--- config.mk ---
export PLATFORM = sky130hd
export DESIGN_NAME = ohgs_fifo
export DESIGN_NICKNAME = d
export VERILOG_FILES = /design/src/rtl/ohgs_pkg.sv /design/src/rtl/ohgs_fifo.sv
export SDC_FILE = /design/constraint.sdc
export NUM_CORES = 1
export LEC_CHECK = 0
export ABC_CLOCK_PERIOD_IN_PS = 2300
export BUFFER_PORTS_ARGS = -buffer_cell sky130_fd_sc_hd__buf_2
export CORE_MARGIN = 10
export CORE_UTILIZATION = 35
export DETAILED_ROUTE_END_ITERATION = 7
export GPL_TIMING_DRIVEN = 0
export HOLD_SLACK_MARGIN = 0.05
export SLEW_MARGIN = 5
export SYNTH_ARGS = -nofsm -noshare
export SYNTH_HDL_FRONTEND = slang
export SYNTH_SLANG_ARGS = --single-unit
--- constraint.sdc ---
create_clock -name clk -period 2.3 [get_ports clk]
set_input_delay 0.115 -clock clk [delete_from_list [all_inputs] [get_ports clk]]
set_output_delay 0.115 -clock clk [all_outputs]
set_load 0.05 [all_outputs]
--- src/rtl/ohgs_pkg.sv ---
// Shared constants, codes and types of the one-hot gather-sum block.
package ohgs_pkg;

  localparam int NUM_FIELDS = 4;
  localparam int TABLE_ROWS = 256;
  localparam int EMBED_DIM  = 8;

  // Query items carry four category fields on the port
  localparam int IN_FIELDS = 4;
  localparam int FIELD_LIM = (NUM_FIELDS < IN_FIELDS) ? NUM_FIELDS : IN_FIELDS;

  localparam int RANGE_W   = 9;
  localparam int USED_W    = 3;
  localparam int CAT_W     = 8;
  localparam int TROW_W    = 8;
  localparam int TCOL_W    = 3;
  localparam int VAL_W     = 16;
  localparam int COL_OUT_W = 3;
  localparam int SUM_W     = 18;
  localparam int CFG_IDX_W = 3;

  localparam int ROW_W  = (TABLE_ROWS > 1) ? $clog2(TABLE_ROWS) : 1;
  localparam int LANE_W = (EMBED_DIM > 1) ? $clog2(EMBED_DIM) : 1;
  localparam int FLD_W  = (FIELD_LIM > 1) ? $clog2(FIELD_LIM) : 1;
  localparam int BASE_W = RANGE_W + FLD_W + 1;
  localparam int CMP_W  = ((BASE_W > ROW_W + 1) ? BASE_W : ROW_W + 1) + 1;
  localparam int ACC_W  = VAL_W + FLD_W + 2;

  // Stream payload layout
  localparam int IN_TDATA_W  = 64;
  localparam int OUT_TDATA_W = 24;
  localparam int TROW_LSB    = 0;
  localparam int TCOL_LSB    = TROW_LSB + TROW_W;
  localparam int TVAL_LSB    = TCOL_LSB + TCOL_W;
  localparam int CAT_LSB     = TVAL_LSB + VAL_W;

  localparam logic [RANGE_W-1:0] RANGE_RST = RANGE_W'(64);
  localparam logic [USED_W-1:0]  USED_RST  = USED_W'(4);

  localparam logic signed [ACC_W-1:0] SUM_MAX = ACC_W'(131071);
  localparam logic signed [ACC_W-1:0] SUM_MIN = -ACC_W'(131072);

  localparam int QDEPTH = 4;
  localparam int QPTR_W = $clog2(QDEPTH);

  typedef enum logic {
    OP_WRITE = 1'b0,
    OP_QUERY = 1'b1
  } op_t;

  typedef enum logic [CFG_IDX_W-1:0] {
    CFG_RANGE0 = 3'd0,
    CFG_RANGE1 = 3'd1,
    CFG_RANGE2 = 3'd2,
    CFG_RANGE3 = 3'd3,
    CFG_USED   = 3'd4
  } cfg_idx_t;

  typedef enum logic [1:0] {
    BK_IDLE,
    BK_GATHER,
    BK_FINAL,
    BK_EMIT
  } back_state_t;

  // One classified request, as queued between front and back
  typedef struct packed {
    op_t                                op;
    logic                               bad;
    logic [FLD_W-1:0]                   last_fld;
    logic [FIELD_LIM-1:0][ROW_W-1:0]    rows;
    logic [ROW_W-1:0]                   wr_row;
    logic [LANE_W-1:0]                  wr_lane;
    logic [VAL_W-1:0]                   wr_value;
  } job_t;

endpackage

--- src/rtl/ohgs_fifo.sv ---
// Short request queue between the front end and the back end.
module ohgs_fifo
  import ohgs_pkg::*;
(
  input  logic clk,
  input  logic rst_n,
  input  logic push,
  input  job_t din,
  output logic full,
  input  logic pop,
  output job_t dout,
  output logic empty
);

  job_t              mem_r [QDEPTH];
  logic [QPTR_W-1:0] wr_ptr_r, wr_ptr_nxt;
  logic [QPTR_W-1:0] rd_ptr_r, rd_ptr_nxt;
  logic [QPTR_W:0]   count_r, count_nxt;

  assign full  = (count_r == (QPTR_W+1)'(QDEPTH));
  assign empty = (count_r == '0);
  assign dout  = mem_r[rd_ptr_r];

  always_comb begin
    wr_ptr_nxt = push ? wr_ptr_r + QPTR_W'(1) : wr_ptr_r;
    rd_ptr_nxt = pop  ? rd_ptr_r + QPTR_W'(1) : rd_ptr_r;
    count_nxt  = count_r;
    if (push && !pop) count_nxt = count_r + (QPTR_W+1)'(1);
    if (pop && !push) count_nxt = count_r - (QPTR_W+1)'(1);
  end

  always_ff @(posedge clk) begin
    if (!rst_n) begin
      wr_ptr_r <= '0;
      rd_ptr_r <= '0;
      count_r  <= '0;
    end else begin
      wr_ptr_r <= wr_ptr_nxt;
      rd_ptr_r <= rd_ptr_nxt;
      count_r  <= count_nxt;
    end
  end

  always_ff @(posedge clk) begin
    if (push) mem_r[wr_ptr_r] <= din;
  end

endmodule

# After elaboration in Yosys (flattened, before gate mapping)
# Memory sizes are Yosys's and may differ from the RTL's. A register that Yosys moved wholly into a read port is not among the register bits.
# Cells that the tools add are included.
[word_totals] in_bits=67 memories=1 ramBits=252 out_inout_bits=65 wordCells=21 register_bits=7
[memory_table] name="mem_r" depth=4 word_bits=63 rd=1 rd_clocked_by_memory_dff=1 wr=1 line_no="ohgs_fifo.sv:15" rtl="job_t mem_r [QDEPTH];"
[op_classes] n_mux=6 n_reduce_logical=6 n_eq_ne=1 addsub=4
[op_table] operator="two-way mux 3 bit" count=2
[op_table] operator="adder 2 x 1 -> 2 bit (second input constant)" count=2
[op_table] operator="two-way mux 2 bit" count=2
[op_table] operator="adder 3 x 1 -> 3 bit (second input constant)" count=1
[op_table] operator="== test 3 bit (second input constant)" count=1
[op_table] operator="logical NOT 3 bit" count=1
[op_table] operator="subtractor 3 x 1 -> 3 bit (second input constant)" count=1
[op_table] operator="logical AND 1 bit" count=2
[op_table] operator="logical NOT 1 bit" count=2
[op_table] operator="two-way mux 1 bit" count=2
[op_table] operator="nonzero test 2 bit" count=1

# Logic depth before layout (Yosys ltp)
# Gate-level depths: netlist of run 1.
[logic_depth] word_depth=4 mapped_depth=7 depth_no_buf=7

# Worst setup path before layout of run 1
# No wires, ideal clock.
[synth_timing] path_type="flip-flop to flip-flop" start="register wr_ptr_r[0]" end="memory mem_r[2][0] (netlist name), enable pin" slack_ns=-0.151 t_required_ns=1.873 path_stages_with_launch=4 synth_period_minus_slack_ns=2.451 setup_ns=0.427 n_path_buf=0 arrival_time_ns=2.024 path_cell_list="dfxtp_1 inv_1 ha_1 and2_1"
[synth_rtl] item="start, declared" line_no="ohgs_fifo.sv:16" rtl="logic [QPTR_W-1:0] wr_ptr_r, wr_ptr_nxt;"
[synth_rtl] item="start signal, assigned" line_no="ohgs_fifo.sv:38" rtl="wr_ptr_r <= wr_ptr_nxt;"
[synth_rtl] item="end, declared" line_no="ohgs_fifo.sv:15"
# No word-level cell before the write port.

==> flow_summary.yaml, run 1 <==
routing:
  vias_per_cell: 4.72
  drc: 0
  wl_per_cell_um: 19.5
  drtAntennaViolNets: 0
  first_iter_violations: 203
  routedLengthMet1_mm: 7.74
  wl_met2_mm: 9.52
  wl_met3_mm: 1.04
  vias: 4546
  top_layer_used: "met4"
  detail_route.first_pass.iterations: 4
  wl_mm: 18.7
placement:
  place_area_sq_mm: 0.0108
  numPortBuffers: 131
  dp_hpwl_mm: 12.0
  gp_congestion: 0.666
floorplanning:
  die_width_um: 186
  core-area_sq_mm: 0.0270
  die_h_um: 186
  die_area_sq_mm: 0.0345
  io_pins: 132
  start_util: 0.356
  rows: 60
cts:
  cts_buffers: 26
  postCtsSetupBuffers: 0
  clock_path_buffers: 3
  insertion_delay_ps: 520
  clkSinkCount: 261
  cts_root_buffer: "clkbuf_16"
  clk_pin_slew_ps: 60
  cts_tree: "done"
  cts_max_level: 1
setup_path:
  critPathRequiredTime_ps: 2180
  worst_r2r_path_depth: 4
  start_kind: "register"
  cp_max_fo: 10
  critPathArrivalTime_ps: 2020
  critPathCaptureType: "output port"
  r2r_slack_ps: 550
  crit_type: "register to output port"
  reg2reg_from: "wr_ptr_r[0]$_SDFFE_PN0P_"
  r2r-end: "mem_r[2][55]$_DFFE_PP_"
final_layout:
  layout_commonest_cell: "edfxtp_1"
  final_core_util: 0.452
  area_delta_synth_final_pct: 27.2
  mostFrequentLayoutCells: "252 x edfxtp_1, 137 x buf_2, 66 x dlygate4sd3_1"
  antenna_cells: 0
  nNetsFinal: 676
  design_area_sq_mm: 0.0122
  drive_gt1_frac: 0.394
sta:
  max_slew_margin: 0.635
  fmax_mhz: 469
  tns_ps: 0
  rsz0062_at_grt: "false"
  setup_violations: 0
  tightestPinTransition_ps: 547
  fin_worst_skew_ps: 20.3
  post-route-min-period_ps: 2130
  maxSlewViolCount: 0
  period_share: 0.927
  hold_violations: 0
logic_synthesis:
  synth_cell_type_count: 22
  synth_warnings: 0
  ys_seq_area_frac: 0.806
  synth_area_per_cell_sq_um: 25.6
  syn_inst: 375
  synth_nets: 448
  syn_area_sq_mm: 0.00961
  netlist_top_cells_area: "edfxtp_1 79%, mux4_2 14%, dfxtp_1 1.9%"
  ys_ff_latch: 261
  yosys.area.top_type: "edfxtp_1"
  yosysTopAreaCellShare: 0.787
grt:
  antenna_found_initial: 0
  grt_remaining_overflow: 0
  grt_max_degree: 36
  track_usage: 0.109
  grt_pass1_wl_mm: 29.3
  grt_pass1_vias: 5188
power:
  power_leakage_nw: 4.17
  vdd_ir_drop_max_mv: 0.623
  power_density_mw_per_mm2: 906
worst_hold_path:
  hp-class: "input port to register"
  hold_depth: 2
  min_to: "mem_r[2][44]$_DFFE_PP_"
  hold_path.startpoint: "din[44]"
outcome:
  outcome: "complete, no violations"
flow_run:
  drv_cap: 0
==> synthesized netlist by cell type <==
cell	count
nor3_1	1
buf_2	6
a21boi_0	1
and2_1	10
buf_6	1
xor2_1	3
xnor2_1	2
edfxtp_1	252
clkbuf_1	1
mux4_2	60
mux2i_1	1
ha_1	5
buf_12	6
fa_1	1
o21ai_0	2
nor2b_1	1
and3_1	1
inv_1	6
nand2_1	2
mux4_1	3
or3_1	1
dfxtp_1	9
==> how the worst max path moves through the flow <==
stage,from,to,slack [ps],cells past startpoint
floorplan,wr_ptr_r[0]$_SDFFE_PN0P_,mem_r[2][0]$_DFFE_PP_,530,3
global placement,wr_ptr_r[0]$_SDFFE_PN0P_,mem_r[0][52]$_DFFE_PP_,-100,3
detailed placement,register,dout[46],350,4
CTS,register,dout[46],100,4
global route,register,dout[59],50,4
finish,register,dout[59],170,4
==> area by class of cell <==
| cell class | instances | area, sq um |
|---|---|---|
| Fill cell | 2290 | 14800 |
| Sequential cell | 261 | 7750 |
| Multi-Input combinational cell | 94 | 1690 |
| Timing Repair Buffer | 201 | 1400 |
| Clock buffer | 37 | 713 |
| Tap cell | 341 | 427 |
| Buffer | 13 | 161 |
| Clock inverter | 10 | 71.3 |
| Inverter | 6 | 22.5 |
==> routing by layer <==
metal	track usage	vias to the layer above
met4	0.0284	0
met3	0.0283	31
met5	0	-
met2	0.188	112
li1	-	2053
met1	0.132	2350
==> sequential cells by signal (all words and copies together) (netlist names), named ones only <==
| signal | cells |
|---|---|
| wr_ptr_r | 2 |
| count_r | 3 |
| mem_r | 252 |
| rd_ptr_r | 2 |
==> worst max-delay path: stages, from the launching register on <==
cell and delay (ps):
dfxtp_1 320, buf_6 220, buf_12 190, mux4_2 530
buf_2 230
==> cells by family (layout without fill, tap and decap cells) <==
| group | count (synthesis) | count (layout) | synth area share |
|---|---|---|---|
| buffers and inverters | 20 | 267 | 0.0195 |
| XOR/XNOR | 5 | 5 | 0.00456 |
| adder cells (fa/ha/maj) | 6 | 6 | 0.00859 |
| flip-flops | 261 | 261 | 0.806 |
| AND/OR/NAND/NOR | 16 | 16 | 0.00976 |
| AO/OA/AOI/OAI | 3 | 3 | 0.00182 |
| multiplexers | 64 | 64 | 0.150 |
==> stage by stage <==
step	setup slack, ps	hold slack [ps]	std cells	total power [mW]
4_1_cts	98.1	323	963	11.2
3_5_place_dp	353	331	851	7.26
2_1_floorplan	533	214	375	6.79
6_report	168	341	963	11.1
3_3_place_gp	-105	325	847	7.21
5_1_grt	51.3	342	963	11.5
==> power breakdown <==
part | total [mW] | leakage, nW | internal [mW] | switching, mW
Sequential | 5.51 | 2.39 | 5.46 | 0.0574
Combinational | 1.70 | 1.41 | 0.578 | 1.12
Clock | 3.87 | 0.378 | 2.26 | 1.61
==> what timing repair did <==
| item | 4_1_cts | 5_1_grt |
|---|---|---|
| hold endpoints to repair | 261 | 0 |
| hold buffers | 66 | 0 |
| gates resized for setup | 1 | 0 |
| setup endpoints to repair | 60 | 0 |
Note: power is estimated with default switching activity, not from simulation.
==> run 2: changes to the inputs <==
- CORE_MARGIN: 10 -> 4
- CTS_BUF_LIST: default -> sky130_fd_sc_hd__clkbuf_8 sky130_fd_sc_hd__clkbuf_16
- CTS_CLUSTER_DIAMETER: default -> 80
==> run 2 against run 1 <==
Against the previous run:
- wire length is 2.0% lower
- combinational power hardly changed
- critical path depth did not move
- first-iteration DRC count increased by 19%
- utilization up 0.58 points
- die area shrank 13%
- cell area increased by 1.0%
- clock-buffer cell count shrank 8
- via count grew 0.90%
- global-route usage rose by 1.1 points
- power up 3.7%
- critical path type unchanged
- critical endpoint is now dout[36]
==> flow_summary.yaml, run 2 (synthesis gave the netlist of run 1 again) <==
sta:
  fin_worst_skew_ps: 11.8
  tightestPinTransition_ps: 541
  post-route-min-period_ps: 2140
  fmax_mhz: 467
  period_share: 0.932
  final_critical_path_setup_slack_ps: 157
  maxSlewViolCount: 0
  hold_ws_ps: 345
  hold_violations: 0
  max_slew_margin: 0.639
  setup_violations: 0
  rsz0062_at_grt: "false"
power:
  power_leakage_nw: 4.27
  power_density_mw_per_mm2: 930
  vdd_ir_drop_max_mv: 0.618
  power_mw: 11.5
final_layout:
  layout_commonest_cell: "edfxtp_1"
  mostFrequentLayoutCells: "252 x edfxtp_1, 137 x buf_2, 67 x dlygate4sd3_1"
  nNetsFinal: 679
  area_delta_synth_final_pct: 28.5
  top_register: "mem_r"
  reg_top3: "mem_r x252, count_r x3"
  final_core_util: 0.458
  drive_gt1_frac: 0.401
  antenna_cells: 0
  largest_reg_flops: 252
routing:
  first_iter_violations: 242
  vias_per_cell: 4.74
  wl_per_cell_um: 19.0
  detail_route.first_pass.iterations: 4
  vias: 4587
  drtAntennaViolNets: 0
  drc: 0
  wl_mm: 18.4
flow_run:
  drv_cap: 0
grt:
  track_usage: 0.120
  grt_max_degree: 35
  grt_pass1_vias: 4967
  grt_pass1_wl_mm: 28.6
  grt_remaining_overflow: 0
  antenna_found_initial: 1
setup_path:
  critPathCaptureType: "output port"
  start_kind: "register"
  cp_max_fo: 10
  critPathRequiredTime_ps: 2180
  crit_type: "register to output port"
  critPathArrivalTime_ps: 2030
  reg2reg_from: "wr_ptr_r[0]$_SDFFE_PN0P_"
cts:
  cts_tree: "done"
  clkSinkCount: 261
  insertion_delay_ps: 520
  cts_max_level: 1
  clk_pin_slew_ps: 60
  cts_root_buffer: "clkbuf_16"
  cts_buffers: 28
  clock_path_buffers: 3
floorplanning:
  die_area_sq_mm: 0.0302
  start_util: 0.357
  core-area_sq_mm: 0.0270
  io_pins: 132
  die_width_um: 174
  die_h_um: 174
  rows: 60
worst_hold_path:
  hold_path.startpoint: "din[42]"
  hp-class: "input port to register"
placement:
  numPortBuffers: 131
  gp_congestion: 0.681
  dp_hpwl_mm: 11.2
  post-place-ws_ps: 290
outcome:
  outcome: "complete, no violations"
run 2: changes by cell type in the layout (fill, tap and decap cells not counted), sizes merged:
cell,before,now
bufinv,1,3
clkbuf,37,29
clkinv,8,9
dlygate4sd3,66,67
inv,6,14
run 2: per-stage QoR:
stage | setup TNS, ps | instance area [sq um] | instances
2_1_floorplan | 0 | 9620 | 375
3_3_place_gp | -33000 | 10700 | 847
3_5_place_dp | 0 | 10800 | 851
4_1_cts | 0 | 12400 | 967
5_1_grt | 0 | 12400 | 967
6_report | 0 | 12400 | 967
run 2: timing repair:
item	in CTS	in global routing
endpoints found under the hold margin	261	0
setup endpoints to repair	60	0
resized for setup	1	0
setup buffers	0	0
hold buffers	67	0
run 2: routing by layer:
layer | vias to the layer above | global-route usage | wire (um)
met5 | - | 0 | 15
met4 | 2 | 0.0284 | 373
met3 | 28 | 0.0279 | 903
met2 | 117 | 0.204 | 9180
met1 | 2380 | 0.158 | 7900
li1 | 2060 | - | -
run 2: area by class of cell:
class / count / area, sq um
Timing Repair Buffer: 202 / 1410
Clock buffer: 29 / 726
Sequential cell: 261 / 7750
Clock inverter: 21 / 171
Multi-Input combinational cell: 94 / 1690
Fill cell: 2251 / 14600
Buffer: 13 / 161
Tap cell: 341 / 427
Inverter: 6 / 22.5
run 2: power by group:
| part | switching, mW | internal, mW |
|---|---|---|
| combinational | 1.11 | 0.580 |
| sequential | 0.0563 | 5.46 |
| clock | 1.69 | 2.60 |
| total | 2.85 | 8.63 |
run 2: worst paths after layout:
| kind | endpoint | slack, ps | cells after the start |
|---|---|---|---|
| max | dout[36] | 160 | 4 |
| min | mem_r[1][42]$_DFFE_PP_ | 340 | 2 |
| max reg2reg | mem_r[2][33]$_DFFE_PP_ | 570 | 4 |
| min reg2reg | count_r[2]$_SDFFE_PN0P_ | 550 | 2 |
run 2: critical path, stage by stage (launching register included):
cell and delay (ps):
dfxtp_1 320, buf_6 220, buf_12 190, mux4_2 530, buf_2 230
==> run 3: changes to the inputs <==
- CORE_UTILIZATION: 35 -> 51
- PLACE_DENSITY: default -> 0.75
==> run 3 against run 2 <==
Against the previous run:
- utilization increased by 21 points
- sequential power about the same
- setup slack improved by 14 ps
- first-iteration DRC count increased by 2.5%
- sequential share of layout area increased by 0.89 points
- clock-buffer cell count decreased by 2
- fmax increased by 0.67%
- clock skew decreased by 4.6 ps
- largest power group unchanged
==> flow_summary.yaml, run 3 (synthesis gave the netlist of run 1 again) <==
outcome:
  outcome: "complete, no violations"
setup_path:
  endpoint: "dout[47]"
  critPathCaptureType: "output port"
  crit_buf_inv: 3
  r2r-end: "mem_r[3][58]$_DFFE_PP_"
  critical_path.top_delay_family: "buffers and inverters"
  cp_max_fo: 10
  reg2reg_from: "wr_ptr_r[0]$_SDFFE_PN0P_"
  slowest_delay_ps: 520
  critPathRequiredTime_ps: 2180
  cp.depth: 4
  r2r_slack_ps: 600
  critPathSlowestCell: "mux4_2"
  critPathArrivalTime_ps: 2010
  worst_r2r_path_depth: 3
  cp_cell_sequence: "buf_6 > buf_12 > mux4_2 > buf_2"
  crit_type: "register to output port"
  start_kind: "register"
cts:
  clk_pin_slew_ps: 60
  insertion_delay_ps: 510
  cts_buffers: 27
  clock_path_buffers: 3
  postCtsSetupBuffers: 0
  clkSinkCount: 261
  cts_max_level: 1
  cts_root_buffer: "clkbuf_16"
  cts_tree: "done"
floorplanning:
  core-area_sq_mm: 0.0183
  die_width_um: 145
  io_pins: 132
  rows: 49
  die_h_um: 145
  start_util: 0.526
  die_area_sq_mm: 0.0211
final_layout:
  layout_commonest_cell: "edfxtp_1"
  nNetsFinal: 678
  multi_input_area_sq_mm: 0.00169
  reg_top3: "mem_r x252, count_r x3"
  drive_gt1_frac: 0.401
  area_delta_synth_final_pct: 26.7
  largest_reg_flops: 252
  top_register: "mem_r"
  stdcell_count: 852
  design_area_sq_mm: 0.0122
  antenna_cells: 0
  register_area_sq_mm: 0.00775
  mostFrequentLayoutCells: "252 x edfxtp_1, 137 x buf_2, 67 x dlygate4sd3_1"
  nFillCells: 1194
sta:
  tightestPinTransition_ps: 494
  maxSlewViolCount: 0
  hold_violations: 0
  setup_violations: 0
  fmax_mhz: 470
  post-route-min-period_ps: 2130
  rsz0062_at_grt: "false"
  period_share: 0.925
  max_slew_margin: 0.671
  fin_worst_skew_ps: 7.23
worst_hold_path:
  hp-class: "input port to register"
placement:
  place_area_sq_mm: 0.0107
  placed_cells_incl_taps: 739
  dp_hpwl_mm: 10.5
  numPortBuffers: 131
  gp_congestion: 0.720
power:
  power_density_mw_per_mm2: 927
  vdd_ir_drop_max_mv: 0.653
  power_leakage_nw: 4.26
flow_run:
  drv_cap: 0
grt:
  grt_max_degree: 43
  grt_pass1_vias: 5118
  grt_pass1_wl_mm: 28.3
  track_usage: 0.170
  grt_remaining_overflow: 0
  antenna_found_initial: 0
routing:
  wl_met2_mm: 9.16
  top_layer_used: "met4"
  vias: 4601
  drtAntennaViolNets: 0
  detail_route.first_pass.iterations: 5
  wl_per_cell_um: 20.6
  first_iter_violations: 248
  drc: 0
  vias_per_cell: 5.40
  routedLengthMet1_mm: 7.07
  wl_mm: 17.5
  wl_met3_mm: 1.01
[run 3: cell count changes in the layout (fill, tap and decap cells not counted)]
cell / delta
clkinv_2: +2
clkbuf_16: -2
clkinv_1: -1
buf_12: -3
inv_6: +1
clkinv_4: -1
clkinvlp_4: -1
buf_16: +3
inv_1: -1
[run 3: timing repair]
action	CTS	global route
gates cloned	0	0
endpoints found under the setup margin	60	17
gates resized for setup	0	1
endpoints found under the hold margin	261	0
hold buffers	67	0
[run 3: final cells by class]
| cell class | instances | area share |
|---|---|---|
| Sequential cell | 261 | 0.636 |
| Tap cell | 229 | 0.0235 |
| Inverter | 6 | 0.00185 |
| Buffer | 13 | 0.0133 |
| Multi-Input combinational cell | 94 | 0.139 |
| Timing Repair Buffer | 202 | 0.117 |
| Clock inverter | 20 | 0.0137 |
| Clock buffer | 27 | 0.0555 |
[run 3: worst reg2reg max path, delay by kind of cell (launching register included)]
family / cells / cell delay [ps]
adder cells (fa/ha/maj): 1 / 180
buffers and inverters: 1 / 310
flip-flops: 1 / 410
AND/OR/NAND/NOR: 1 / 460
[run 3: how the worst min path moves through the flow]
stage | start | end | slack, ps | depth (start not counted)
finish | din[47] | mem_r[1][47]$_DFFE_PP_ | 350 | 2
global placement | din[43] | mem_r[0][43]$_DFFE_PP_ | 320 | 1
global route | din[41] | mem_r[0][41]$_DFFE_PP_ | 350 | 2
detailed placement | din[21] | mem_r[1][21]$_DFFE_PP_ | 330 | 1
CTS | din[47] | mem_r[3][47]$_DFFE_PP_ | 330 | 2
floorplan | din[0] | mem_r[0][0]$_DFFE_PP_ | 210 | 0
[run 3: power breakdown]
part	total [mW]	internal (mW)	switching, mW
clock	4.08	2.45	1.63
sequential	5.52	5.46	0.0602
combinational	1.69	0.586	1.10
[run 3: through the flow]
step	utilization	setup slack, ps	setup TNS [ps]	total power [mW]	hold slack (ps)
CTS	0.666	30.4	0	11.4	328
finish	0.667	171	0	11.3	351
floorplan	-	533	0	6.79	214
detailed placement	0.584	392	0	7.23	333
global route	0.667	98.0	0	11.7	351
global placement	0.578	-44.8	-8050	7.17	324
[run 3: per-layer routing]
metal	GRT usage	up-vias
li1	-	2052
met3	0.0399	31
met5	0	-
met1	0.221	2398
met2	0.293	120
met4	0.0404	0
