## src/rtl/ohgs_pkg.sv

```systemverilog
// Shared constants, codes and types of the one-hot gather-sum block.
package ohgs_pkg;

  localparam int NUM_FIELDS = 4;
  localparam int TABLE_ROWS = 256;
  localparam int EMBED_DIM  = 8;

  // Query items carry four category fields on the port
  localparam int IN_FIELDS = 4;
  localparam int FIELD_LIM = (NUM_FIELDS < IN_FIELDS) ? NUM_FIELDS : IN_FIELDS;

  localparam int RANGE_W   = 9;
  localparam int USED_W    = 3;
  localparam int CAT_W     = 8;
  localparam int TROW_W    = 8;
  localparam int TCOL_W    = 3;
  localparam int VAL_W     = 16;
  localparam int COL_OUT_W = 3;
  localparam int SUM_W     = 18;
  localparam int CFG_IDX_W = 3;

  localparam int ROW_W  = (TABLE_ROWS > 1) ? $clog2(TABLE_ROWS) : 1;
  localparam int LANE_W = (EMBED_DIM > 1) ? $clog2(EMBED_DIM) : 1;
  localparam int FLD_W  = (FIELD_LIM > 1) ? $clog2(FIELD_LIM) : 1;
  localparam int BASE_W = RANGE_W + FLD_W + 1;
  localparam int CMP_W  = ((BASE_W > ROW_W + 1) ? BASE_W : ROW_W + 1) + 1;
  localparam int ACC_W  = VAL_W + FLD_W + 2;

  // Stream payload layout
  localparam int IN_TDATA_W  = 64;
  localparam int OUT_TDATA_W = 24;
  localparam int TROW_LSB    = 0;
  localparam int TCOL_LSB    = TROW_LSB + TROW_W;
  localparam int TVAL_LSB    = TCOL_LSB + TCOL_W;
  localparam int CAT_LSB     = TVAL_LSB + VAL_W;

  localparam logic [RANGE_W-1:0] RANGE_RST = RANGE_W'(64);
  localparam logic [USED_W-1:0]  USED_RST  = USED_W'(4);

  localparam logic signed [ACC_W-1:0] SUM_MAX = ACC_W'(131071);
  localparam logic signed [ACC_W-1:0] SUM_MIN = -ACC_W'(131072);

  localparam int QDEPTH = 4;
  localparam int QPTR_W = $clog2(QDEPTH);

  typedef enum logic {
    OP_WRITE = 1'b0,
    OP_QUERY = 1'b1
  } op_t;

  typedef enum logic [CFG_IDX_W-1:0] {
    CFG_RANGE0 = 3'd0,
    CFG_RANGE1 = 3'd1,
    CFG_RANGE2 = 3'd2,
    CFG_RANGE3 = 3'd3,
    CFG_USED   = 3'd4
  } cfg_idx_t;

  typedef enum logic [1:0] {
    BK_IDLE,
    BK_GATHER,
    BK_FINAL,
    BK_EMIT
  } back_state_t;

  // One classified request, as queued between front and back
  typedef struct packed {
    op_t                                op;
    logic                               bad;
    logic [FLD_W-1:0]                   last_fld;
    logic [FIELD_LIM-1:0][ROW_W-1:0]    rows;
    logic [ROW_W-1:0]                   wr_row;
    logic [LANE_W-1:0]                  wr_lane;
    logic [VAL_W-1:0]                   wr_value;
  } job_t;

endpackage

```

## src/rtl/ohgs_front.sv

```systemverilog
// Front end: configuration registers, request intake and row/range classification.
module ohgs_front
  import ohgs_pkg::*;
(
  input  logic                  clk,
  input  logic                  rst_n,
  input  logic                  in_tvalid,
  output logic                  in_tready,
  input  logic [IN_TDATA_W-1:0] in_tdata,
  input  logic                  in_tuser,
  input  logic                  cfg_valid,
  output logic                  cfg_ready,
  input  logic [CFG_IDX_W-1:0]  cfg_index,
  input  logic [RANGE_W-1:0]    cfg_data,
  input  logic                  q_full,
  output logic                  q_push,
  output job_t                  q_job
);

  logic [RANGE_W-1:0] range_r [IN_FIELDS];
  logic [USED_W-1:0]  used_r;

  logic [TROW_W-1:0]  t_row;
  logic [TCOL_W-1:0]  t_col;
  logic               wr_ok;
  logic [FLD_W-1:0]   last_fld;
  logic [BASE_W-1:0]  base;
  logic [BASE_W-1:0]  row_full;
  logic [CAT_W-1:0]   cat;
  logic               bad;
  logic [FIELD_LIM-1:0][ROW_W-1:0] rows;

  assign cfg_ready = 1'b1;
  assign in_tready = !q_full;

  always_ff @(posedge clk) begin
    if (!rst_n) begin
      for (int i = 0; i < IN_FIELDS; i++) range_r[i] <= RANGE_RST;
      used_r <= USED_RST;
    end else if (cfg_valid) begin
      unique case (cfg_idx_t'(cfg_index))
        CFG_RANGE0: range_r[0] <= cfg_data;
        CFG_RANGE1: range_r[1] <= cfg_data;
        CFG_RANGE2: range_r[2] <= cfg_data;
        CFG_RANGE3: range_r[3] <= cfg_data;
        CFG_USED:   used_r     <= cfg_data[USED_W-1:0];
        default: ;
      endcase
    end
  end

  assign t_row = in_tdata[TROW_LSB +: TROW_W];
  assign t_col = in_tdata[TCOL_LSB +: TCOL_W];
  assign wr_ok = (CMP_W'(t_row) < CMP_W'(TABLE_ROWS)) && (CMP_W'(t_col) < CMP_W'(EMBED_DIM));

  // Zero fields counts as one; counts above the field limit saturate
  always_comb begin
    if (used_r == '0) begin
      last_fld = '0;
    end else if (used_r > USED_W'(FIELD_LIM)) begin
      last_fld = FLD_W'(FIELD_LIM - 1);
    end else begin
      last_fld = FLD_W'(used_r - USED_W'(1));
    end
  end

  // Row of field f is the running sum of earlier ranges plus its category
  always_comb begin
    base     = '0;
    bad      = 1'b0;
    row_full = '0;
    cat      = '0;
    rows     = '0;
    for (int f = 0; f < FIELD_LIM; f++) begin
      cat      = in_tdata[CAT_LSB + f*CAT_W +: CAT_W];
      row_full = base + BASE_W'(cat);
      if (FLD_W'(f) <= last_fld) begin
        if (CMP_W'(cat) >= CMP_W'(range_r[f])) bad = 1'b1;
        if (CMP_W'(row_full) >= CMP_W'(TABLE_ROWS)) bad = 1'b1;
      end
      rows[f] = row_full[ROW_W-1:0];
      base    = base + BASE_W'(range_r[f]);
    end
  end

  always_comb begin
    q_job.op       = op_t'(in_tuser);
    q_job.bad      = bad;
    q_job.last_fld = last_fld;
    q_job.rows     = rows;
    q_job.wr_row   = ROW_W'(t_row);
    q_job.wr_lane  = LANE_W'(t_col);
    q_job.wr_value = in_tdata[TVAL_LSB +: VAL_W];
  end

  // Out-of-table writes are taken and dropped here
  assign q_push = in_tvalid && in_tready && ((op_t'(in_tuser) == OP_QUERY) || wr_ok);

endmodule

```

## config.mk

```make
export PLATFORM = sky130hd
export DESIGN_NAME = ohgs_front
export DESIGN_NICKNAME = d
export VERILOG_FILES = /design/src/rtl/ohgs_pkg.sv /design/src/rtl/ohgs_front.sv
export SDC_FILE = /design/constraint.sdc
export NUM_CORES = 1
export LEC_CHECK = 0
export ABC_AREA = 0
export BUFFER_PORTS_ARGS = -buffer_cell sky130_fd_sc_hd__buf_4
export CAP_MARGIN = 20
export CORE_ASPECT_RATIO = 2
export CORE_MARGIN = 2
export CORE_UTILIZATION = 56
export DETAILED_ROUTE_END_ITERATION = 16
export PLACE_DENSITY_LB_ADDON = 0.2
export SLEW_MARGIN = 40
export SYNTH_ARGS = -nofsm -noshare
export SYNTH_HDL_FRONTEND = slang
export SYNTH_SLANG_ARGS = --single-unit
export TNS_END_PERCENT = 10
```

## constraint.sdc

```tcl
create_clock -name clk -period 8 [get_ports clk]
set_clock_uncertainty 0.2 [all_clocks]
set_input_delay 0.8 -clock clk [delete_from_list [all_inputs] [get_ports clk]]
set_output_delay 0.8 -clock clk [all_outputs]
set_load 0.005 [all_outputs]
```

Word-level counts from Yosys, hierarchy flattened:

Memory sizes are Yosys's and may differ from the RTL's.
Cells that the tools add are included.

* $add $sub $neg: 6
* equality and inequality tests: 4
* reduce and logical (&&, ||, !) cells: 5
* $lt $le $gt $ge: 13
* mux-type cells: 35
* bitwise gates (word level): 4

Operator list (number)
* >= comparator 8 x 9 -> 1 bit: 4
* 2-to-1 mux 9 bit: 4
* 2-to-1 mux 1 bit: 29
* adder 11 x 8 -> 12 bit: 1
* >= comparator 12 x 9 -> 1 bit, second input constant: 1
* adder 10 x 8 -> 11 bit: 1
* adder 10 x 9 -> 11 bit: 1
* >= comparator 11 x 9 -> 1 bit, second input constant: 1
* adder 9 x 8 -> 10 bit: 1
* adder 9 x 9 -> 10 bit: 1
* >= comparator 10 x 9 -> 1 bit, second input constant: 1
* >= comparator 8 x 9 -> 1 bit, second input constant: 1
* equality test 3 x 2 -> 1 bit, second input constant: 2
* zero test 3 bit: 2
* less-or-equal comparator 1 x 2 -> 1 bit, first input constant: 2
* less-or-equal comparator 2 bit, first input constant: 2
* 2-to-1 mux 2 bit: 2
* bitwise OR 1 bit: 4
* equality test 3 x 1 -> 1 bit, second input constant: 1
* equality test 3 bit, second input constant: 1
* greater-than comparator 3 bit, second input constant: 1
* AND reduction 2 bit: 1
* subtractor 2 x 1 -> 2 bit, second input constant: 1
* logical AND 1 bit: 1
* zero test 1 bit: 1

* bits of input ports: 82
* register bits after elaboration: 3
* memory bits (writable): 36
* memories kept: 1
* word-level logic and storage cells: 69
* output and inout port bits: 66

Memory list
* range_r: depth 4, bits a word 9, read ports 4, clocked after Yosys merged registers in 0, wr ports 4, RTL line ohgs_front.sv:20 `logic [RANGE_W-1:0] range_r [IN_FIELDS];`

Logic depth before layout (Yosys ltp):

Gate-level depths: netlist of the first run.

* depth after elaboration: 14
* mapped depth: 18
* depth with buffers taken out: 17

Least setup slack after synthesis of the first run:

No wires, ideal clock.

* path type: register to output
* from: mem range_r[0][0]
* to: out q_job[61] (netlist name)
* data required time: 7.000 ns
* path slack: 3.599 ns
* arrival time: 3.401 ns
* stages on the path, launching flop included: 19
* path buffers: 1
* path through: edfxtp_1 -> ha_1 -> inv_1 -> fa_1 -> nor2b_1 -> o21ai_0 -> nand2b_1 -> xor2_1 -> inv_1 -> fa_1 -> inv_1 -> ha_1 -> a21oi_1 -> nand2_1 -> nor4_1 -> a22oi_1 -> o221ai_1 -> nand4_1 -> buf_4

RTL lines
* start: declaration: RTL line ohgs_front.sv:20
* end: declaration: RTL line ohgs_front.sv:17 `output job_t q_job`

==> impl_metrics.json, run 1 <==
{
  "routed_wl_um": 8880,
  "slew_headroom_pct": 48.3,
  "num_rows": 45,
  "tns_ns": 0,
  "cts_buffers": 5,
  "wl_per_cell_um": 14.4,
  "synthTopCellsByCount": "78 x inv_1, 69 x ha_1, 38 x buf_4, 36 x edfxtp_1, 33 x and2_1",
  "path_buf_inv": 4,
  "ys_ff_latch": 39,
  "dieArea_mm2": 0.00837,
  "synth.distinct_cells": 48,
  "placement.io_buffers": 85,
  "cp-end-kind": "output pin",
  "drt_iter0_drc": 93,
  "cts_resized": 0,
  "finalSetupViolCount": 0,
  "max_stage_delay_ns": 0.49,
  "antenna_left": 0,
  "power_frac_seq_pct": 25.1,
  "cts.sinks": 39,
  "fmax_mhz": 192,
  "cp-start-kind": "flop",
  "crit_chain": "ha_1, inv_1, fa_1, nor2b_1, o21ai_0, nand2b_1, xor2_1, inv_1, fa_1, inv_1, ha_1, a21oi_1, nand2_1, nor4_1, a22oi_1, o221ai_1, nand4_1, buf_4",
  "rsz0062_at_grt": "no",
  "io-pin-count": 148,
  "fin_cells": 616,
  "post-synth-top-area-fraction_pct": 25.4,
  "htree_levels": 2,
  "via_per_inst": 5.25,
  "preCtsSetupSlack_ns": 3.09,
  "worst-setup-path-type": "reg -> out",
  "worst_pin_slew_ns": 0.770,
  "status": "finished, final reports clean",
  "core_mm2": 0.00749,
  "crit_family": "adder cells",
  "syn_area_mm2": 0.00426,
  "cp_data_required_time_ns": 7.00,
  "holdWs_ns": 0.333,
  "synthTopCellsByArea": "edfxtp_1 25%, ha_1 20%, inv_1 6.9%, buf_4 6.7%, fa_1 5.6%",
  "die_x_um": 65.7,
  "avgSynthCellArea_um2": 9.17,
  "clkPwrFrac_pct": 26.0,
  "synth_nets": 628,
  "clockRootBuffer": "clkbuf_16",
  "overflow": 0,
  "syn2layout_area_growth_pct": 16.0,
  "yosysTopAreaCell": "edfxtp_1",
  "vdd_drop_max_uv": 210,
  "slowest_stage": "fa_1",
  "cap_violations": 0,
  "p_int_uw": 662,
  "post_cts_buffers": 0,
  "async_reset_ff_share_pct": 0,
  "clockBufferDepth": 2,
  "cpMostUsedCell": "inv_1",
  "p_leak_nw": 2.43,
  "setup_ws_ns": 2.79,
  "finalMaxSlewViolations": 0,
  "p_per_area_mw_per_mm2": 198,
  "grt_pass1_wl_um": 14400,
  "gp_congestion": 0.873,
  "fin_crit_sh_pct": 65.1,
  "p_comb_share_pct": 48.9,
  "antenna_found_initial": 0,
  "hpwl_um": 7730,
  "drc": 0,
  "min_path_type": "reg -> reg",
  "grt_max_degree": 14,
  "yosysMostFrequentCell": "inv_1",
  "cts_tree": "built",
  "reg2reg_setup_slack_ns": 7.17,
  "start_util_pct": 56.9,
  "synth-edff-count": 36,
  "hold_viol_final": 0,
  "switching_share_pct": 32.3,
  "grtUsageTotal_pct": 22.5,
  "fin_nets": 684,
  "diodes": 0,
  "synth-main-ff-cell": "edfxtp_1",
  "die_y_um": 127,
  "grt_pass1_vias": 3164,
  "synthCells": 465,
  "cts_hold_buf": 0,
  "critical_path.max_fanout": 4,
  "clk-insertion-delay-late_ns": 0.28,
  "arrival_ns": 4.21,
  "dp_cells": 608,
  "ys_seq_area_share_pct": 26.8,
  "min_period_ns": 5.21,
  "path_clk_slew_ns": 0.06,
  "drive_gt1_share_pct": 18.8,
  "first_pass_iters": 4,
  "p_switching_uw": 316,
  "yosys_warnings": 0,
  "vias": 3234
}
state kept, by name, summed over array words and instances (netlist names):
name	cells
range_r	36
used_r	3
routing by layer:
layer	global-route usage [%]	share of wire (%)	vias to the layer above
li1	-	-	1664
met1	25.8	41	1480
met2	41.8	54	75
met3	2.73	3.3	15
met4	7.23	1.6	0
met5	0	0	-
kinds of logic (layout without fill, tap and decap cells):
family / count (synthesis) / after routing / share of synthesized area (%)
AO/OA/AOI/OAI: 84 / 84 / 12.8
XOR/XNOR: 22 / 22 / 4.52
adder cells (fa/ha/maj): 81 / 81 / 25.9
buffers and inverters: 117 / 174 / 13.6
flip-flops: 39 / 39 / 26.8
multiplexers: 4 / 4 / 0.939
other: 1 / 1 / 0.0880
AND/OR/NAND/NOR: 117 / 117 / 15.3
area by class of cell:
class	instances	area (um^2)
Tap cell	94	118
Fill cell	654	2540
Inverter	78	293
Clock inverter	3	67.6
Clock buffer	5	125
Multi-Input combinational cell	309	2540
Timing Repair Buffer	88	661
Sequential cell	39	1140
path summary, 6_finish.rpt:
kind,from,to,cells past startpoint
max,range_r[0][0],q_job[61],18
min,used_r[1],used_r[1],2
max reg2reg,used_r[2],used_r[2],2
min reg2reg,used_r[1],used_r[1],2
power groups by stage:
| stage | clock network [mW] | logic (mW) | registers [mW] |
|---|---|---|---|
| global placement | 0 | 0.470 | 0.249 |
| floorplan | 0 | 0.305 | 0.245 |
| detailed placement | 0 | 0.482 | 0.249 |
| finish | 0.255 | 0.478 | 0.245 |
| CTS | 0.258 | 0.485 | 0.245 |
| global route | 0.267 | 0.537 | 0.246 |
metrics by stage:
stage / util (%) / power (mW) / area (um^2)
floorplan: - / 0.550 / 4260
global placement: 63.5 / 0.719 / 4750
detailed placement: 63.5 / 0.732 / 4750
CTS: 66.0 / 0.988 / 4940
global route: 66.0 / 1.05 / 4940
finish: 66.0 / 0.978 / 4940
cell usage in the layout, fill, tap and decap left out, types with 3 or more instances in the layout:
cell type / n
nand2b_1: 5
o21a_1: 10
clkbuf_16: 5
o21bai_1: 5
nand4_1: 5
fa_1: 12
nor2b_1: 10
nand3b_1: 3
a21oi_1: 26
inv_1: 78
a211oi_1: 4
nand2_1: 19
nor2_1: 21
o211ai_1: 3
and2_1: 33
a21o_1: 7
nand3_1: 4
xnor2_1: 18
o31ai_1: 3
dfxtp_1: 3
mux2i_1: 4
xor2_1: 4
ha_1: 69
o21ai_0: 11
edfxtp_1: 36
or3_1: 6
buf_4: 88
tightest hold or removal path: cells and delay by family, from the launching register on:
| kind | cells | cell delay, ns |
|---|---|---|
| multiplexers | 1 | 0.07 |
| flip-flops | 1 | 0.33 |
| AND/OR/NAND/NOR | 1 | 0.09 |
Power figures use the tool's default switching activity.
==> run 2, diff against run 1 <==
--- a/config.mk
+++ b/config.mk
@@ -10,7 +10,7 @@
 export CAP_MARGIN = 20
 export CORE_ASPECT_RATIO = 2
 export CORE_MARGIN = 2
-export CORE_UTILIZATION = 56
+export CORE_UTILIZATION = 52
 export DETAILED_ROUTE_END_ITERATION = 16
 export PLACE_DENSITY_LB_ADDON = 0.2
 export SLEW_MARGIN = 40
==> constraint.sdc (replaced) <==
create_clock -name clk -period 5.4 [get_ports clk]
set_clock_uncertainty 0.2 [all_clocks]
set_input_delay 0.54 -clock clk [delete_from_list [all_inputs] [get_ports clk]]
set_output_delay 0.54 -clock clk [all_outputs]
set_load 0.005 [all_outputs]
==> run 2 against run 1 <==
Global-route usage about the same. Power increased by 42%. Worst hold slack got worse by 0.026 ns. Die area increased by 7.3%. Largest power group unchanged.
==> impl_metrics.json, run 2 (synthesized netlist as in run 1, its figures left out) <==
{
  "path_clk_slew_ns": 0.05,
  "p_comb_share_pct": 51.2,
  "cts_buffers": 5,
  "min_period_ns": 5.02,
  "met1_length_um": 3320,
  "die_x_um": 68.0,
  "via_per_inst": 5.44,
  "wl_met2_um": 5170,
  "fmax_mhz": 199,
  "final_common_cell": "buf_4",
  "max_stage_delay_ns": 0.49,
  "top_layer": "met4",
  "p_leak_nw": 2.41,
  "p_switching_uw": 460,
  "grt_pass1_wl_um": 15400,
  "clkPwrFrac_pct": 22.7,
  "grt_max_degree": 13,
  "power.total_mw": 1.39,
  "worst_pin_slew_ns": 0.787,
  "cts_resized": 0,
  "wl_per_cell_um": 15.0,
  "drt_iter0_drc": 86,
  "p_int_uw": 933,
  "top_regs": "range_r x36, used_r x3",
  "antenna_left": 0,
  "finalSetupViolCount": 0,
  "cts.sinks": 39,
  "p_per_area_mw_per_mm2": 283,
  "fill_cells": 700,
  "overflow": 0,
  "clockRootBuffer": "clkbuf_16",
  "core_mm2": 0.00794,
  "first_pass_iters": 4,
  "start_util_pct": 53.7,
  "cts_hold_buf": 0,
  "cp-start-kind": "flop",
  "diodes": 0,
  "crit_family": "adder cells",
  "tns_ns": 0,
  "rsz0062_at_grt": "no",
  "drive_gt1_share_pct": 18.7,
  "cpMostUsedCell": "inv_1",
  "switching_share_pct": 33.0,
  "clk-insertion-delay-late_ns": 0.28,
  "fin_nets": 682,
  "fin_crit_sh_pct": 93.0,
  "arrival_ns": 4.28,
  "wl_met3_um": 326,
  "slew_headroom_pct": 47.2,
  "top_register": "range_r",
  "min_path_type": "in -> reg",
  "path_buf_inv": 4,
  "placement.io_buffers": 85,
  "worst-setup-path-type": "reg -> out",
  "num_rows": 46,
  "dieArea_mm2": 0.00898,
  "hpwl_um": 8190,
  "crit_chain": "ha_1, inv_1, fa_1, nor2b_1, o21ai_0, nand2b_1, xor2_1, inv_1, fa_1, inv_1, ha_1, a21oi_1, nand2_1, nor4_1, a22oi_1, o221ai_1, nand4_1, buf_4",
  "critical_path.max_fanout": 4,
  "cts_tree": "built",
  "io-pin-count": 148,
  "finalMaxSlewViolations": 0,
  "largest_register_ffs": 36,
  "syn2layout_area_growth_pct": 15.4,
  "antenna_found_initial": 0,
  "vias": 3350,
  "cp-end-kind": "output pin",
  "power_frac_seq_pct": 26.1,
  "hold_viol_final": 0,
  "reg2reg_setup_slack_ns": 4.55,
  "cap_violations": 0,
  "clockBufferDepth": 2,
  "htree_levels": 2,
  "grtUsageTotal_pct": 22.5,
  "slowest_stage": "fa_1",
  "drc": 0,
  "grt_pass1_vias": 3497,
  "vdd_drop_max_uv": 257,
  "routed_wl_um": 9230,
  "post_cts_buffers": 0,
  "die_y_um": 132,
  "mostFrequentLayoutCells": "86 x buf_4, 78 x inv_1, 69 x ha_1, 36 x edfxtp_1, 33 x and2_1",
  "gp_congestion": 0.900,
  "status": "finished, final reports clean",
  "cp_data_required_time_ns": 4.66
}
==> run 2: changes by cell type in the layout (fill, tap and decap cells not counted), sizes merged <==
cell,change
buf,-2
bufinv,-1
clkinv,+2
clkinvlp,-1
==> run 2: per-layer routing <==
layer,up-vias,global-route usage (%)
li1,1659,-
met1,1559,22.5
met2,98,42.6
met3,34,0.769
met4,0,13.3
met5,-,0
==> run 2: metrics by stage <==
step	area [um^2]	utilization, %	hold WS (ns)	setup slack (ns)	std cells
global route	4920	62.0	0.325	0.0655	616
detailed placement	4740	59.7	0.325	0.706	608
global placement	4740	59.7	0.301	0.760	608
floorplan	4260	-	0.281	1.26	465
finish	4920	62.0	0.307	0.380	616
CTS	4910	61.8	0.296	0.395	616
==> run 2: cell type report <==
cell class | instances | area, um^2 | area share [%]
clock buffer | 5 | 125 | 2.54
inverter | 78 | 293 | 5.95
timing repair buffer | 86 | 646 | 13.1
multi-input combinational | 309 | 2560 | 52.0
clock inverter | 3 | 38.8 | 0.788
tap | 96 | 120 | 2.44
sequential | 39 | 1140 | 23.2
==> run 2: worst paths after layout <==
kind | start | endpoint | cells past startpoint
worst min register to register | used_r[1] | used_r[1] | 2
worst max register to register | used_r[2] | used_r[2] | 2
worst min-delay path | rst_n | used_r[2] | 2
worst max-delay path | range_r[0][0] | q_job[61] | 18
==> run 2: power by group through the flow <==
stage	clock (mW)	combinational, mW	sequential (mW)
3_3_place_gp	0	0.693	0.369
4_1_cts	0.318	0.721	0.363
2_1_floorplan	0	0.451	0.363
5_1_grt	0.326	0.809	0.365
3_5_place_dp	0	0.718	0.369
6_report	0.316	0.713	0.363
==> run 3, diff against run 2 <==
--- a/config.mk
+++ b/config.mk
@@ -6,6 +6,7 @@
 export NUM_CORES = 1
 export LEC_CHECK = 0
 export ABC_AREA = 0
+export ABC_CLOCK_PERIOD_IN_PS = 5400
 export BUFFER_PORTS_ARGS = -buffer_cell sky130_fd_sc_hd__buf_4
 export CAP_MARGIN = 20
 export CORE_ASPECT_RATIO = 2
@@ -13,6 +14,7 @@
 export CORE_UTILIZATION = 52
 export DETAILED_ROUTE_END_ITERATION = 16
 export PLACE_DENSITY_LB_ADDON = 0.2
+export REMOVE_ABC_BUFFERS = 1
 export SLEW_MARGIN = 40
 export SYNTH_ARGS = -nofsm -noshare
 export SYNTH_HDL_FRONTEND = slang
==> run 3 against run 2 <==
Critical path depth is the same. Maximum frequency shrank 0.88%. Combinational power grew 0.6%. Design area shrank 0.69%. Worst hold slack lost 0.016 ns. Global-route usage grew 1.7 points. Routed wire length grew 12%. Sequential power is essentially flat. Count of clock-buffer cells in the layout grew 1. Largest power group unchanged. Highest routed layer is now met5.
==> impl_metrics.json, run 3 (synthesized netlist as in run 1, its figures left out) <==
{
  "vdd_drop_max_uv": 298,
  "antenna_left": 0,
  "via_per_inst": 5.43,
  "syn2layout_area_growth_pct": 14.6,
  "overflow": 0,
  "worst_pin_slew_ns": 0.813,
  "grtUsageTotal_pct": 24.2,
  "top_regs": "range_r x36, used_r x3",
  "p_switching_uw": 462,
  "use_met3_pct": 6.49,
  "min_from": "rst_n",
  "p_int_uw": 885,
  "seq_area_mm2": 0.00114,
  "core_mm2": 0.00794,
  "hpwl_um": 9300,
  "finalSetupViolCount": 0,
  "die_x_um": 68.0,
  "power_frac_seq_pct": 27.0,
  "first_pass_iters": 4,
  "die_y_um": 132,
  "reg2reg_from": "used_r[0]",
  "fill_cells": 687,
  "wl_per_cell_um": 16.8,
  "critPathLaunch": "range_r[0][0]",
  "htree_levels": 2,
  "diodes": 0,
  "final_common_cell": "buf_4",
  "reg2reg_setup_slack_ns": 4.57,
  "busiest_layer": "met2",
  "power.total_mw": 1.35,
  "status": "finished, final reports clean",
  "placement.io_buffers": 85,
  "worstReg2RegEnd": "used_r[0]",
  "grt_pass1_vias": 3512,
  "cp_data_required_time_ns": 4.66,
  "mostFrequentLayoutCells": "87 x buf_4, 78 x inv_1, 69 x ha_1, 36 x edfxtp_1, 33 x and2_1",
  "clk-insertion-delay-late_ns": 0.27,
  "fmax_mhz": 197,
  "switching_share_pct": 34.3,
  "gp_congestion": 0.867,
  "cts_hold_buf": 0,
  "min_path_type": "in -> reg",
  "finalMaxSlewViolations": 0,
  "clockBufferDepth": 2,
  "largest_register_ffs": 36,
  "tns_ns": 0,
  "min_period_ns": 5.07,
  "path_clk_slew_ns": 0.05,
  "reg2reg_depth": 2,
  "cts_resized": 0,
  "grt_util_met2_pct": 42.3,
  "top_register": "range_r",
  "clkPwrFrac_pct": 19.8,
  "vias": 3351,
  "start_util_pct": 53.7,
  "p_comb_share_pct": 53.2,
  "grt_max_degree": 12,
  "arrival_ns": 4.33,
  "num_rows": 46,
  "hold_viol_final": 0,
  "min_to": "used_r[2]",
  "fin_crit_sh_pct": 93.8,
  "critical_path.max_fanout": 4,
  "finalCoreUtilization_pct": 61.5,
  "dieArea_mm2": 0.00898,
  "met1_usage_pct": 25.0,
  "p_per_area_mw_per_mm2": 276,
  "cts_buffers": 5,
  "cp-end-kind": "output pin",
  "post_cts_buffers": 0,
  "drc": 0,
  "fin_nets": 683,
  "clockRootBuffer": "clkbuf_16",
  "rsz0062_at_grt": "no",
  "drive_gt1_share_pct": 18.2,
  "cap_violations": 0,
  "cts_tree": "built",
  "slew_headroom_pct": 45.4,
  "routed_wl_um": 10400,
  "multi_input_area_mm2": 0.00254,
  "antenna_found_initial": 0,
  "min_delay_path_depth": 2,
  "p_leak_nw": 2.40,
  "cts.sinks": 39,
  "io-pin-count": 148,
  "drt_iter0_drc": 139,
  "cp-start-kind": "flop",
  "worst-setup-path-type": "reg -> out",
  "grt_pass1_wl_um": 16200
}
==> run 3: how the worst max path moves through the flow <==
stage	cells past startpoint	slack [ns]	end
2_1_floorplan	17	1.37	q_job[61]
3_3_place_gp	18	0.75	q_job[61]
3_5_place_dp	18	0.59	q_job[61]
4_1_cts	18	0.29	q_job[61]
5_1_grt	18	0.03	q_job[61]
6_report	18	0.33	q_job[61]
==> run 3: routing by layer <==
metal  vias to the layer above  routed length (um)
met4                         2                 384
met2                       143                5330
met1                      1522                3770
met5                         -                  43
li1                       1662                   -
met3                        22                 830
==> run 3: final cells by class <==
class                   count  share of cell area (%)
clock buffers               6                    2.64
clock inverters             2                   0.154
inverters                  78                    5.99
multi-input cells         309                    52.0
flip-flops and latches     39                    23.3
well taps                  96                    2.46
repair buffers             87                    13.4
==> run 3: power by group through the flow <==
stage	Clock [mW]	Sequential, mW	Combinational (mW)
floorplan	0	0.363	0.428
global placement	0	0.369	0.693
detailed placement	0	0.370	0.720
CTS	0.270	0.364	0.723
global route	0.280	0.365	0.807
finish	0.267	0.364	0.717
==> run 3: worst max-delay path, stage by stage (launching register included) <==
cell and delay (ns):
edfxtp_1 0.43, ha_1 0.20, inv_1 0.05, fa_1 0.39, nor2b_1 0.16, o21ai_0 0.09
nand2b_1 0.09, xor2_1 0.33, inv_1 0.10, fa_1 0.49, inv_1 0.04, ha_1 0.34
a21oi_1 0.22, nand2_1 0.13, nor4_1 0.29, a22oi_1 0.17, o221ai_1 0.21, nand4_1 0.15
buf_4 0.17
==> run 3: through the flow <==
stage / hold slack (ns) / std cells / area (um^2) / worst slack, ns
finish: 0.291 / 617 / 4890 / 0.335
global route: 0.307 / 617 / 4890 / 0.0302
CTS: 0.289 / 617 / 4880 / 0.292
detailed placement: 0.312 / 609 / 4750 / 0.594
global placement: 0.304 / 609 / 4750 / 0.748
floorplan: 0.280 / 426 / 3970 / 1.37
